===== src/hermite_newton_interpolator_top_defines.svh =====
`ifndef HERMITE_NEWTON_INTERPOLATOR_TOP_DEFINES_SVH
`define HERMITE_NEWTON_INTERPOLATOR_TOP_DEFINES_SVH

// Checks that a condition holds at every clock edge outside reset.
`define HNINT_ALWAYS(lbl, cond, msg) \
  lbl: assert property (@(posedge clk) disable iff (rst) (cond)) else $error(msg);

// Checks that a condition implies another in the same cycle.
`define HNINT_IMPLIES(lbl, ante, cons, msg) \
  lbl: assert property (@(posedge clk) disable iff (rst) (ante) |-> (cons)) else $error(msg);

`endif


===== src/hnint_pkg.sv =====
`timescale 1ns / 1ps

package hnint_pkg;

  localparam int MAX_NODES_DEF = 16;
  localparam int DIVD_W = 80;
  localparam int STEP_W = $clog2(DIVD_W);

  localparam logic [1:0] ACT_LOAD = 2'd0;
  localparam logic [1:0] ACT_COMPUTE = 2'd1;
  localparam logic [1:0] ACT_EVAL = 2'd2;

  localparam logic [1:0] KIND_COEF = 2'd0;
  localparam logic [1:0] KIND_VALUE = 2'd1;
  localparam logic [1:0] KIND_FULL = 2'd2;

  typedef enum logic [4:0] {
    OP_NONE, OP_LOAD, OP_INIT_RG, OP_INIT_RY, OP_INIT_WR, OP_ZERO_COEF,
    OP_LV_RD0, OP_LV_RD1, OP_LV_RD2, OP_LV_PREP, OP_LV_START, OP_LV_WR,
    OP_EM_RD, OP_EM_PUSH, OP_EV_TOP, OP_EV_LD, OP_EV_RD, OP_EV_D, OP_EV_M1,
    OP_EV_M2, OP_EV_M3, OP_EV_ADD, OP_EV_FM, OP_EV_SUM, OP_PUSH_VAL,
    OP_PUSH_VZERO, OP_PUSH_FULL
  } op_t;

  typedef struct packed {
    op_t        op;
    logic       take;
    logic       first;
    logic       last;
    logic       nz;
    logic [3:0] index;
  } cmd_t;

  typedef struct packed {
    logic div_done;
    logic out_free;
  } status_t;

  function automatic logic [63:0] fact(input logic [7:0] k);
    logic [63:0] f;
    case (k)
      8'd0: f = 64'd1;
      8'd1: f = 64'd1;
      8'd2: f = 64'd2;
      8'd3: f = 64'd6;
      8'd4: f = 64'd24;
      8'd5: f = 64'd120;
      8'd6: f = 64'd720;
      8'd7: f = 64'd5040;
      8'd8: f = 64'd40320;
      8'd9: f = 64'd362880;
      8'd10: f = 64'd3628800;
      8'd11: f = 64'd39916800;
      8'd12: f = 64'd479001600;
      8'd13: f = 64'd6227020800;
      8'd14: f = 64'd87178291200;
      8'd15: f = 64'd1307674368000;
      8'd16: f = 64'd20922789888000;
      8'd17: f = 64'd355687428096000;
      8'd18: f = 64'd6402373705728000;
      8'd19: f = 64'd121645100408832000;
      8'd20: f = 64'd2432902008176640000;
      default: f = 64'd0;
    endcase
    return f;
  endfunction

  function automatic logic [63:0] from_mag(input logic [64:0] mag, input logic neg);
    logic [63:0] r;
    if (neg) begin
      if (mag >= 65'h0_8000_0000_0000_0000) r = 64'h8000_0000_0000_0000;
      else r = 64'd0 - mag[63:0];
    end else begin
      if (mag > 65'h0_7FFF_FFFF_FFFF_FFFF) r = 64'h7FFF_FFFF_FFFF_FFFF;
      else r = mag[63:0];
    end
    return r;
  endfunction

endpackage


===== src/hnint_ctrl.sv =====
`timescale 1ns / 1ps
`include "hermite_newton_interpolator_top_defines.svh"

module hnint_ctrl #(
  parameter int MAX_NODES = hnint_pkg::MAX_NODES_DEF,
  localparam int AW = $clog2(MAX_NODES),
  localparam int CW = $clog2(MAX_NODES + 1)
) (
  input  logic               clk,
  input  logic               rst,
  input  logic               in_valid,
  output logic               in_ready,
  input  logic [1:0]         in_action,
  input  hnint_pkg::status_t status,
  output hnint_pkg::cmd_t    cmd,
  output logic [AW-1:0]      addr_a,
  output logic [AW-1:0]      addr_b,
  output logic [CW-1:0]      lvl
);

  typedef enum logic [4:0] {
    S_IDLE, S_LOAD, S_FULL, S_ZERO, S_INIT_RG, S_INIT_RY, S_INIT_WR,
    S_LV_RD0, S_LV_RD1, S_LV_RD2, S_LV_PREP, S_LV_START, S_LV_DIV, S_LV_WR,
    S_EM_RD, S_EM_PUSH, S_EV_TOP, S_EV_LD, S_EV_RD, S_EV_D, S_EV_M1, S_EV_M2,
    S_EV_M3, S_EV_ADD, S_EV_FM, S_EV_SUM, S_EV_OUT, S_EV_ZERO
  } state_t;

  state_t        state;
  logic [CW-1:0] nc, cnt, i, j;
  logic [CW:0]   nc_ext, cnt_ext, j_inc, i_inc, ji, ji1;
  logic [CW-1:0] cnt_dec, i_dec;
  logic          take;

  assign nc_ext = {1'b0, nc};
  assign cnt_ext = {1'b0, cnt};
  assign j_inc = {1'b0, j} + (CW + 1)'(1);
  assign i_inc = {1'b0, i} + (CW + 1)'(1);
  assign ji = {1'b0, j} + {1'b0, i};
  assign ji1 = ji + (CW + 1)'(1);
  assign cnt_dec = cnt - CW'(1);
  assign i_dec = i - CW'(1);
  assign in_ready = state == S_IDLE;
  assign take = in_valid && in_ready;

  always_comb begin
    cmd = '0;
    cmd.op = hnint_pkg::OP_NONE;
    cmd.take = take;
    cmd.first = j == '0;
    cmd.last = j_inc == cnt_ext;
    cmd.nz = nc != '0;
    cmd.index = 4'(j);
    addr_a = j[AW-1:0];
    addr_b = j_inc[AW-1:0];
    lvl = i;
    case (state)
      S_LOAD: begin
        cmd.op = hnint_pkg::OP_LOAD;
        addr_a = nc[AW-1:0];
      end
      S_FULL:     cmd.op = hnint_pkg::OP_PUSH_FULL;
      S_ZERO:     cmd.op = hnint_pkg::OP_ZERO_COEF;
      S_INIT_RG:  cmd.op = hnint_pkg::OP_INIT_RG;
      S_INIT_RY:  cmd.op = hnint_pkg::OP_INIT_RY;
      S_INIT_WR:  cmd.op = hnint_pkg::OP_INIT_WR;
      S_LV_RD0:   cmd.op = hnint_pkg::OP_LV_RD0;
      S_LV_RD1: begin
        cmd.op = hnint_pkg::OP_LV_RD1;
        addr_b = ji[AW-1:0];
      end
      S_LV_RD2:   cmd.op = hnint_pkg::OP_LV_RD2;
      S_LV_PREP:  cmd.op = hnint_pkg::OP_LV_PREP;
      S_LV_START: cmd.op = hnint_pkg::OP_LV_START;
      S_LV_WR:    cmd.op = hnint_pkg::OP_LV_WR;
      S_EM_RD:    cmd.op = hnint_pkg::OP_EM_RD;
      S_EM_PUSH:  cmd.op = hnint_pkg::OP_EM_PUSH;
      S_EV_TOP: begin
        cmd.op = hnint_pkg::OP_EV_TOP;
        addr_a = cnt_dec[AW-1:0];
      end
      S_EV_LD:    cmd.op = hnint_pkg::OP_EV_LD;
      S_EV_RD: begin
        cmd.op = hnint_pkg::OP_EV_RD;
        addr_a = i_dec[AW-1:0];
      end
      S_EV_D:     cmd.op = hnint_pkg::OP_EV_D;
      S_EV_M1:    cmd.op = hnint_pkg::OP_EV_M1;
      S_EV_M2:    cmd.op = hnint_pkg::OP_EV_M2;
      S_EV_M3:    cmd.op = hnint_pkg::OP_EV_M3;
      S_EV_ADD:   cmd.op = hnint_pkg::OP_EV_ADD;
      S_EV_FM:    cmd.op = hnint_pkg::OP_EV_FM;
      S_EV_SUM:   cmd.op = hnint_pkg::OP_EV_SUM;
      S_EV_OUT:   cmd.op = hnint_pkg::OP_PUSH_VAL;
      S_EV_ZERO:  cmd.op = hnint_pkg::OP_PUSH_VZERO;
      default:    cmd.op = hnint_pkg::OP_NONE;
    endcase
  end

  always_ff @(posedge clk) begin
    if (rst) begin
      state <= S_IDLE;
      nc <= '0;
      cnt <= '0;
      i <= '0;
      j <= '0;
    end else begin
      case (state)
        S_IDLE: begin
          if (take) begin
            case (in_action)
              hnint_pkg::ACT_LOAD: begin
                state <= (nc == CW'(MAX_NODES)) ? S_FULL : S_LOAD;
              end
              hnint_pkg::ACT_COMPUTE: begin
                cnt <= (nc == '0) ? CW'(1) : nc;
                i <= '0;
                j <= '0;
                state <= (nc == '0) ? S_ZERO : S_INIT_RG;
              end
              hnint_pkg::ACT_EVAL: begin
                state <= (cnt == '0) ? S_EV_ZERO : S_EV_TOP;
              end
              default: begin
                state <= S_IDLE;
              end
            endcase
          end
        end
        S_LOAD: begin
          nc <= nc + CW'(1);
          state <= S_IDLE;
        end
        S_FULL, S_EV_OUT, S_EV_ZERO: begin
          if (status.out_free) begin
            state <= S_IDLE;
          end
        end
        S_ZERO: begin
          j <= '0;
          state <= S_EM_RD;
        end
        S_INIT_RG: state <= S_INIT_RY;
        S_INIT_RY: state <= S_INIT_WR;
        S_INIT_WR: begin
          if (j_inc < nc_ext) begin
            j <= j + CW'(1);
            state <= S_INIT_RG;
          end else begin
            j <= '0;
            i <= CW'(1);
            state <= (nc_ext > (CW + 1)'(1)) ? S_LV_RD0 : S_EM_RD;
          end
        end
        S_LV_RD0:   state <= S_LV_RD1;
        S_LV_RD1:   state <= S_LV_RD2;
        S_LV_RD2:   state <= S_LV_PREP;
        S_LV_PREP:  state <= S_LV_START;
        S_LV_START: state <= S_LV_DIV;
        S_LV_DIV: begin
          if (status.div_done) begin
            state <= S_LV_WR;
          end
        end
        S_LV_WR: begin
          if (ji1 < nc_ext) begin
            j <= j + CW'(1);
            state <= S_LV_RD0;
          end else if (i_inc < nc_ext) begin
            i <= i + CW'(1);
            j <= '0;
            state <= S_LV_RD0;
          end else begin
            j <= '0;
            state <= S_EM_RD;
          end
        end
        S_EM_RD: state <= S_EM_PUSH;
        S_EM_PUSH: begin
          if (status.out_free) begin
            if (j_inc == cnt_ext) begin
              state <= S_IDLE;
            end else begin
              j <= j + CW'(1);
              state <= S_EM_RD;
            end
          end
        end
        S_EV_TOP: begin
          i <= cnt_dec;
          state <= S_EV_LD;
        end
        S_EV_LD: begin
          state <= (i == '0) ? S_EV_OUT : S_EV_RD;
        end
        S_EV_RD:  state <= S_EV_D;
        S_EV_D:   state <= S_EV_M1;
        S_EV_M1:  state <= S_EV_M2;
        S_EV_M2:  state <= S_EV_M3;
        S_EV_M3:  state <= S_EV_ADD;
        S_EV_ADD: state <= S_EV_FM;
        S_EV_FM:  state <= S_EV_SUM;
        S_EV_SUM: begin
          i <= i_dec;
          state <= (i == CW'(1)) ? S_EV_OUT : S_EV_RD;
        end
        default: begin
          state <= S_IDLE;
        end
      endcase
    end
  end

  `HNINT_ALWAYS(a_nc_cap, nc <= CW'(MAX_NODES), "Node count beyond capacity.")
  `HNINT_IMPLIES(a_span, state == S_LV_WR, ji < nc_ext, "Table span beyond node count.")
  `HNINT_IMPLIES(a_emit, state == S_EM_PUSH, j_inc <= cnt_ext, "Coefficient beyond count.")

endmodule


===== config.mk =====
export PLATFORM = sky130hd
export DESIGN_NAME = hnint_ctrl
export DESIGN_NICKNAME = d
export VERILOG_FILES = /design/src/hnint_pkg.sv /design/src/hnint_ctrl.sv
export VERILOG_INCLUDE_DIRS = /design/src /design/src/src
export SDC_FILE = /design/constraint.sdc
export NUM_CORES = 1
export LEC_CHECK = 0
export BUFFER_PORTS_ARGS = -buffer_cell sky130_fd_sc_hd__buf_2
export CAP_MARGIN = 25
export CORE_UTILIZATION = 50
export CTS_CLUSTER_DIAMETER = 50
export DETAILED_ROUTE_END_ITERATION = 16
export HOLD_SLACK_MARGIN = 0.02
export PLACE_DENSITY = 0.73
export SLEW_MARGIN = 15
export SYNTH_ARGS = -nofsm -noshare
export SYNTH_HDL_FRONTEND = slang
export SYNTH_SLANG_ARGS = --single-unit

===== constraint.sdc =====
create_clock -name clk -period 2.89 [get_ports clk]
set_input_delay 0 -clock clk [delete_from_list [all_inputs] [get_ports clk]]
set_output_delay 0 -clock clk [all_outputs]
set_load 0.05 [all_outputs]

==> flow_metrics.py, run 1 <==
metrics = {
    "final_layout": {
        "post_synthesis_to_final_layout_area_growth_pct": 23.99,
        "finish.utilization": 0.6567,
        "n_antenna_cell": 0,
        "fillers": 520,
        "ff_latch_area_sq_um": 513.0,
        "multi_input_comb_area_sq_um": 2415,
        "most-common-layout-cells": "sky130_fd_sc_hd__buf_4, sky130_fd_sc_hd__nor2_1, sky130_fd_sc_hd__nand2_1, sky130_fd_sc_hd__a21oi_1, sky130_fd_sc_hd__buf_2",
        "final_non_filler_cells": 550,
        "post_route_cells_drive_above_1_share": 0.2678,
        "mostFrequentLayoutCell": "sky130_fd_sc_hd__buf_4",
        "finalNetCount": 515,
    },
    "global_routing": {
        "grt_max_degree": 27,
        "grtUsageMet2": 0.5267,
        "grt_busiest_layer": "met2",
        "total_gr_overflow": 0,
        "global_routing_usage_on_met1": 0.4289,
        "grt_antenna_before_repair": 0,
        "number_of_global_route_vias_before_repair": 3223,
        "gr-usage-all-layers": 0.3259,
        "first_pass_grt_wire_length_um": 15850,
        "grt.met3_usage": 0.05057,
    },
    "critical_path": {
        "worstSetupStartpointType": "register",
        "critical_path_peak_fanout": 3,
        "path_cells": "ha_4 > inv_2 > fa_2 > inv_1 > ha_2 > ha_1 > a21o_1 > a21oi_2 > o21ai_4 > buf_4 > o21ai_1 > nand2_1 > a2111oi_2",
        "timing.critical_path.arrival_ns": 3.13,
        "worstReg2RegEnd": "state[0]",
        "worst_path_largest_cell_delay_ns": 0.58,
        "critPathKind": "register to register",
        "critPathLaunch": "lvl[0]",
        "critPathRequiredTime_ns": 3.07,
        "timing.critical_path.slowest_stage_cell": "sky130_fd_sc_hd__fa_2",
        "worst-r2r-setup-slack_ns": -0.06,
        "count_of_cells_along_the_worst_register_to_register_path": 13,
        "element_type_at_the_critical_path_end": "register",
        "timing.critical_path.to": "state[0]",
        "regToRegStartpoint": "lvl[0]",
    },
    "clocking": {
        "clock-root-buffer": "sky130_fd_sc_hd__clkbuf_8",
        "htree_levels": 1,
        "clk_transition_reported_paths_ns": 0.10,
        "cts_tree": "yes",
        "worstSkewPairLatency_ns": 0.28,
        "cts-root-to-sink-buffers": 2,
        "tritoncts_num_sinks": 25,
        "cts_made_buffers": 3,
        "postCtsHoldBufs": 0,
    },
    "route": {
        "drt_pass1_iterations": 5,
        "routed_wirelength_um": 9913,
        "drtIter0Drc": 425,
        "num_vias": 3479,
        "route.detailed.vias_per_inst": 6.325,
        "postRouteAntennaNets": 0,
        "avgRoutedWirePerCell_um": 18.02,
        "drt_drc_violations_left": 0,
    },
    "status": {
        "run_status": "finished, violations left",
        "violations_in_the_final_reports": "setup timing",
    },
    "die": {
        "floorplan.initialDensity": 0.5296,
        "die_width_um": 79.30,
        "chipHeight_um": 79.30,
        "placementRows": 27,
        "core_area_sq_um": 5642,
        "design.die.area_sq_um": 6288,
        "top_level_ports": 34,
    },
    "placement": {
        "hpwlAfterDp_um": 7424,
        "gp_congestion": 0.9730,
        "cell_count_after_placement": 542,
        "buffer_ports.inserted": 33,
    },
    "synthesis": {
        "post_synth_inst_count": 416,
        "ys.warnings.count": 0,
        "synthesis.area_sq_um": 2988,
        "yosys_most_used_dff": "sky130_fd_sc_hd__dfxtp_1",
        "ys_ff_latch": 25,
        "synth_area_leaders": "sky130_fd_sc_hd__dfxtp_1, sky130_fd_sc_hd__ha_1, sky130_fd_sc_hd__a21oi_1",
        "synth-seq-area-share": 0.1675,
        "synthDominantAreaCellType": "sky130_fd_sc_hd__dfxtp_1",
        "synth_area_per_cell_sq_um": 7.182,
        "synth_enable_flop_cells": 0,
        "yosys.area.top_type_share": 0.1675,
        "yosysUniqueCellTypes": 65,
        "async_reset_ff_frac": 0,
        "postSynthNetCount": 452,
    },
    "timing": {
        "setup_violation_total_in_the_final_timing_report": 7,
        "finalCritPeriodShare": 1.019,
        "timing_worst_slew_pin_value_ns": 0.5780,
        "period_minus_slack_ns": 2.946,
        "max-slew-margin-rel": 0.6047,
        "rsz0062_at_grt": "true",
        "tns_ns": -0.1976,
        "finClkSkew_ns": 0.005413,
        "final-hold-violation-count": 0,
        "max_clock_freq_mhz": 339.5,
        "slew_viol_final": 0,
        "postLayoutSetupSlackWorst_ns": -0.05554,
    },
    "power_and_ir_drop": {
        "pwr_dens_nw_per_um2": 899.8,
        "vdd_drop_max_v": 0.0007292,
        "power.static_leakage_nw": 1.586,
    },
    "hold_path": {
        "min_path_cells": 3,
        "hp-class": "input port to register",
    },
    "flow_run": {
        "drv.max_cap_violation_count": 0,
    },
}
kinds of logic (layout without fill, tap and decap cells):
group / count (synthesis) / after routing / synth area share
simple gates: 152 / 152 / 0.2404
fa+ha+maj: 29 / 29 / 0.1240
flops: 25 / 25 / 0.1675
mux: 4 / 4 / 0.01801
buf+inv: 51 / 113 / 0.07203
compound gates: 126 / 126 / 0.2789
xor+xnor: 29 / 29 / 0.09924
worst min-delay path by stage:
stage | start | endpoint | slack, ns
after floorplan | in_action[1] | state[4] | 0.17
final | in_action[1] | state[4] | 0.05
after CTS | in_action[1] | state[4] | 0.05
after global placement | in_action[1] | state[4] | 0.33
after global routing | in_action[1] | state[4] | 0.08
after detailed placement | in_action[1] | state[4] | 0.35
through the flow:
stage          worst slack (ns)  instance area [sq um]  power, mW  hold WS (ns)
6_report               -0.05554                   3705      3.333       0.05403
3_5_place_dp            -0.1294                   3531      2.873        0.3459
5_1_grt                 -0.1700                   3705      3.539       0.08139
2_1_floorplan          -0.08736                   3044      2.220        0.1683
3_3_place_gp            -0.1094                   3531      2.847        0.3308
4_1_cts                -0.05696                   3638      3.219       0.04725
sequential cells by signal, indices dropped and copies added (netlist names):
signal,cells
lvl,5
j,5
state,5
cnt,5
nc,5
final cells by class:
| cell class | instances | area share |
|---|---|---|
| Inverter | 25 | 0.02533 |
| Tap cell | 72 | 0.02432 |
| Timing Repair Buffer | 84 | 0.1479 |
| Sequential cell | 25 | 0.1385 |
| Multi-Input combinational cell | 340 | 0.6518 |
| Clock buffer | 4 | 0.01216 |
layer usage:
metal / part of all wire / routed length (um)
met5: 0 / 0
met4: 0.037 / 369
met3: 0.083 / 826
met2: 0.45 / 4423
met1: 0.43 / 4293
report_power, final:
group	switching, mW	leakage (nW)	internal, mW
combinational	1.69	1.36	0.916
clock	0.124	0.0228	0.0991
sequential	0.0923	0.205	0.413
cells in the mapped netlist, drive strengths merged, types with 3 or more instances:
cell and n:
o211ai 3, a31oi 5, clkbuf 13, a22oi 4
nand2b 10, a21oi 38, nor2b 3, inv 24
buf 13, nand2 44, nand4 3, and3 4
o21ai 26, nor2 50, a2111oi 3, nor4b 3
xor2 5, nor3 7, ha 28, nand3 13
o22ai 8, dfxtp 25, a211oi 7, xnor2 21
o2111ai 3, o31ai 4, or2 3
worst max-delay path, delay by kind of cell (launching register included):
| family | cells | cell delay, ns |
|---|---|---|
| buffers and inverters | 3 | 0.26 |
| adder cells (fa/ha/maj) | 4 | 1.25 |
| AND/OR/NAND/NOR | 1 | 0.10 |
| flip-flops | 1 | 0.37 |
| AO/OA/AOI/OAI | 5 | 0.88 |
what timing repair did:
item / 4_1_cts / 5_1_grt
resized for setup: 13 / 15
buffers inserted: 3 / 1
setup endpoints to repair: 9 / 11
pin swaps: 14 / 12
(Power assumes the default switching activity.)
==> run 2, diff against run 1 <==
- CORE_MARGIN: default -> 2
==> flow_metrics.py, run 2 (synthesis gave the netlist of run 1 again) <==
metrics = {
    "global_routing": {
        "total_gr_overflow": 0,
        "grt_antenna_before_repair": 0,
        "first_pass_grt_wire_length_um": 15250,
        "grt_max_degree": 25,
        "gr-usage-all-layers": 0.2958,
        "number_of_global_route_vias_before_repair": 3120,
    },
    "timing": {
        "final-hold-violation-count": 0,
        "finClkSkew_ns": 0.008206,
        "timing_worst_slew_pin_value_ns": 0.5711,
        "setup_violation_total_in_the_final_timing_report": 11,
        "rsz0062_at_grt": "true",
        "period_minus_slack_ns": 2.985,
        "tns_ns": -0.5307,
        "finalCritPeriodShare": 1.033,
        "postLayoutSetupSlackWorst_ns": -0.09483,
        "max_clock_freq_mhz": 335.0,
        "slew_viol_final": 0,
        "max-slew-margin-rel": 0.6170,
        "fin_worst_hold_slack_ns": 0.03375,
    },
    "critical_path": {
        "path_buf_inv": 2,
        "critPathKind": "register to register",
        "regToRegStartpoint": "lvl[0]",
        "critical_path_peak_fanout": 4,
        "worstReg2RegEnd": "lvl[3]",
        "cp_top_family": "adder cells",
        "path_cells": "ha_4 > inv_2 > fa_2 > inv_2 > ha_4 > nand3_1 > xnor2_1 > ha_1 > a21oi_2 > o21ai_4 > nor2_4 > a211o_1 > mux2_2",
        "critPathRequiredTime_ns": 3.08,
        "element_type_at_the_critical_path_end": "register",
        "timing.critical_path.arrival_ns": 3.17,
        "worstSetupStartpointType": "register",
        "worst_path_largest_cell_delay_ns": 0.46,
        "worst-r2r-setup-slack_ns": -0.09,
        "timing.critical_path.slowest_stage_cell": "sky130_fd_sc_hd__fa_2",
        "count_of_cells_along_the_worst_register_to_register_path": 13,
    },
    "die": {
        "chipHeight_um": 81.30,
        "core_area_sq_um": 5851,
        "top_level_ports": 34,
        "floorplan.initialDensity": 0.5107,
        "die_width_um": 81.30,
        "design.die.area_sq_um": 6610,
        "placementRows": 28,
    },
    "route": {
        "drt_pass1_iterations": 6,
        "route.detailed.vias_per_inst": 6.182,
        "routed_wirelength_um": 9500,
        "num_vias": 3400,
        "postRouteAntennaNets": 0,
        "drtIter0Drc": 302,
        "avgRoutedWirePerCell_um": 17.27,
        "drt_drc_violations_left": 0,
    },
    "final_layout": {
        "post_synthesis_to_final_layout_area_growth_pct": 23.95,
        "n_antenna_cell": 0,
        "post_route_cells_drive_above_1_share": 0.2695,
        "final_non_filler_cells": 550,
        "most-common-layout-cells": "sky130_fd_sc_hd__nor2_1, sky130_fd_sc_hd__buf_4, sky130_fd_sc_hd__nand2_1, sky130_fd_sc_hd__a21oi_1, sky130_fd_sc_hd__buf_2",
        "fillers": 489,
        "finish.utilization": 0.6330,
        "finalNetCount": 512,
    },
    "status": {
        "run_status": "finished, violations left",
        "violations_in_the_final_reports": "setup timing",
    },
    "clocking": {
        "clk_transition_reported_paths_ns": 0.11,
        "cts_made_buffers": 3,
        "cts-root-to-sink-buffers": 2,
        "tritoncts_num_sinks": 25,
        "htree_levels": 1,
        "worstSkewPairLatency_ns": 0.28,
        "clock-root-buffer": "sky130_fd_sc_hd__clkbuf_8",
        "cts_tree": "yes",
    },
    "flow_run": {
        "drv.max_cap_violation_count": 0,
    },
    "power_and_ir_drop": {
        "pwr_dens_nw_per_um2": 875.5,
        "power_report.internal_total_mw": 1.373,
        "power.share.combinational": 0.770,
        "power.static_leakage_nw": 1.575,
        "p_sw_frac": 0.5766,
        "clock_power_share": 0.071,
        "switching_power_mw": 1.869,
        "vdd_drop_max_v": 0.0005417,
        "post-layout-total-power_mw": 3.242,
        "seq_power_share": 0.159,
    },
    "placement": {
        "cell_count_after_placement": 543,
        "gp_congestion": 0.9914,
        "hpwlAfterDp_um": 7275,
        "buffer_ports.inserted": 33,
    },
    "hold_path": {
        "hold-path-endpoint": "state[4]",
        "min_path_cells": 3,
        "hp-class": "input port to register",
        "startpoint_of_the_tightest_hold_check_path": "in_action[1]",
    },
}
-- run 2: changes by cell type in the layout (fill, tap and decap cells not counted), sizes merged --
cell and delta:
clkinv +1, clkbuf -1, buf -3
-- run 2: worst reg2reg max path, cell delays in order, from the launching register on --
cell                      delay (ns)
sky130_fd_sc_hd__dfxtp_4        0.38
sky130_fd_sc_hd__ha_4           0.16
sky130_fd_sc_hd__inv_2          0.04
sky130_fd_sc_hd__fa_2           0.46
sky130_fd_sc_hd__inv_2          0.11
sky130_fd_sc_hd__ha_4           0.14
sky130_fd_sc_hd__nand3_1        0.08
sky130_fd_sc_hd__xnor2_1        0.14
sky130_fd_sc_hd__ha_1           0.35
sky130_fd_sc_hd__a21oi_2        0.21
sky130_fd_sc_hd__o21ai_4        0.12
sky130_fd_sc_hd__nor2_4         0.17
sky130_fd_sc_hd__a211o_1        0.18
sky130_fd_sc_hd__mux2_2         0.34
-- run 2: repair_timing --
action / CTS / global route
gates resized for setup: 11 / 20
buffers inserted: 2 / 1
pin swaps: 8 / 13
hold buffers: 0 / 0
setup endpoints to repair: 11 / 11
-- run 2: metal layers --
metal / vias up / part of all wire / global-route usage
met5: - / 0 / 0
met4: 0 / 0.036 / 0.1068
met3: 32 / 0.071 / 0.03111
met2: 167 / 0.47 / 0.4951
met1: 1578 / 0.42 / 0.3915
li1: 1623 / - / -
-- run 2: final cells by class --
class	instances	area [sq um]	area share
Clock inverter	1	5.005	0.001351
Sequential cell	25	514.2	0.1389
Inverter	25	93.84	0.02534
Clock buffer	3	41.29	0.01115
Multi-Input combinational cell	340	2430	0.6561
Tap cell	75	93.84	0.02534
Timing Repair Buffer	81	525.5	0.1419
-- run 2: power groups by stage --
stage | sequential, mW | combinational (mW) | clock [mW]
5_1_grt | 0.521 | 2.69 | 0.249
2_1_floorplan | 0.559 | 1.66 | 0
3_5_place_dp | 0.516 | 2.33 | 0
3_3_place_gp | 0.519 | 2.29 | 0
6_report | 0.515 | 2.50 | 0.230
4_1_cts | 0.508 | 2.38 | 0.231
-- run 2: worst max-delay path by stage --
stage | start | endpoint | slack [ns] | cells after the start
6_report | lvl[0] | lvl[3] | -0.09 | 13
5_1_grt | lvl[0] | j[2] | -0.17 | 12
4_1_cts | lvl[0] | lvl[3] | -0.07 | 10
3_5_place_dp | j[0] | lvl[2] | -0.16 | 10
3_3_place_gp | j[0] | lvl[4] | -0.04 | 10
2_1_floorplan | lvl[0] | lvl[3] | -0.09 | 10
-- run 2: stage by stage --
step | cell area (sq um) | setup WS, ns
after floorplan | 3044 | -0.08736
after global placement | 3520 | -0.04481
after detailed placement | 3520 | -0.1610
after CTS | 3615 | -0.07103
after global routing | 3704 | -0.1747
final | 3704 | -0.09483
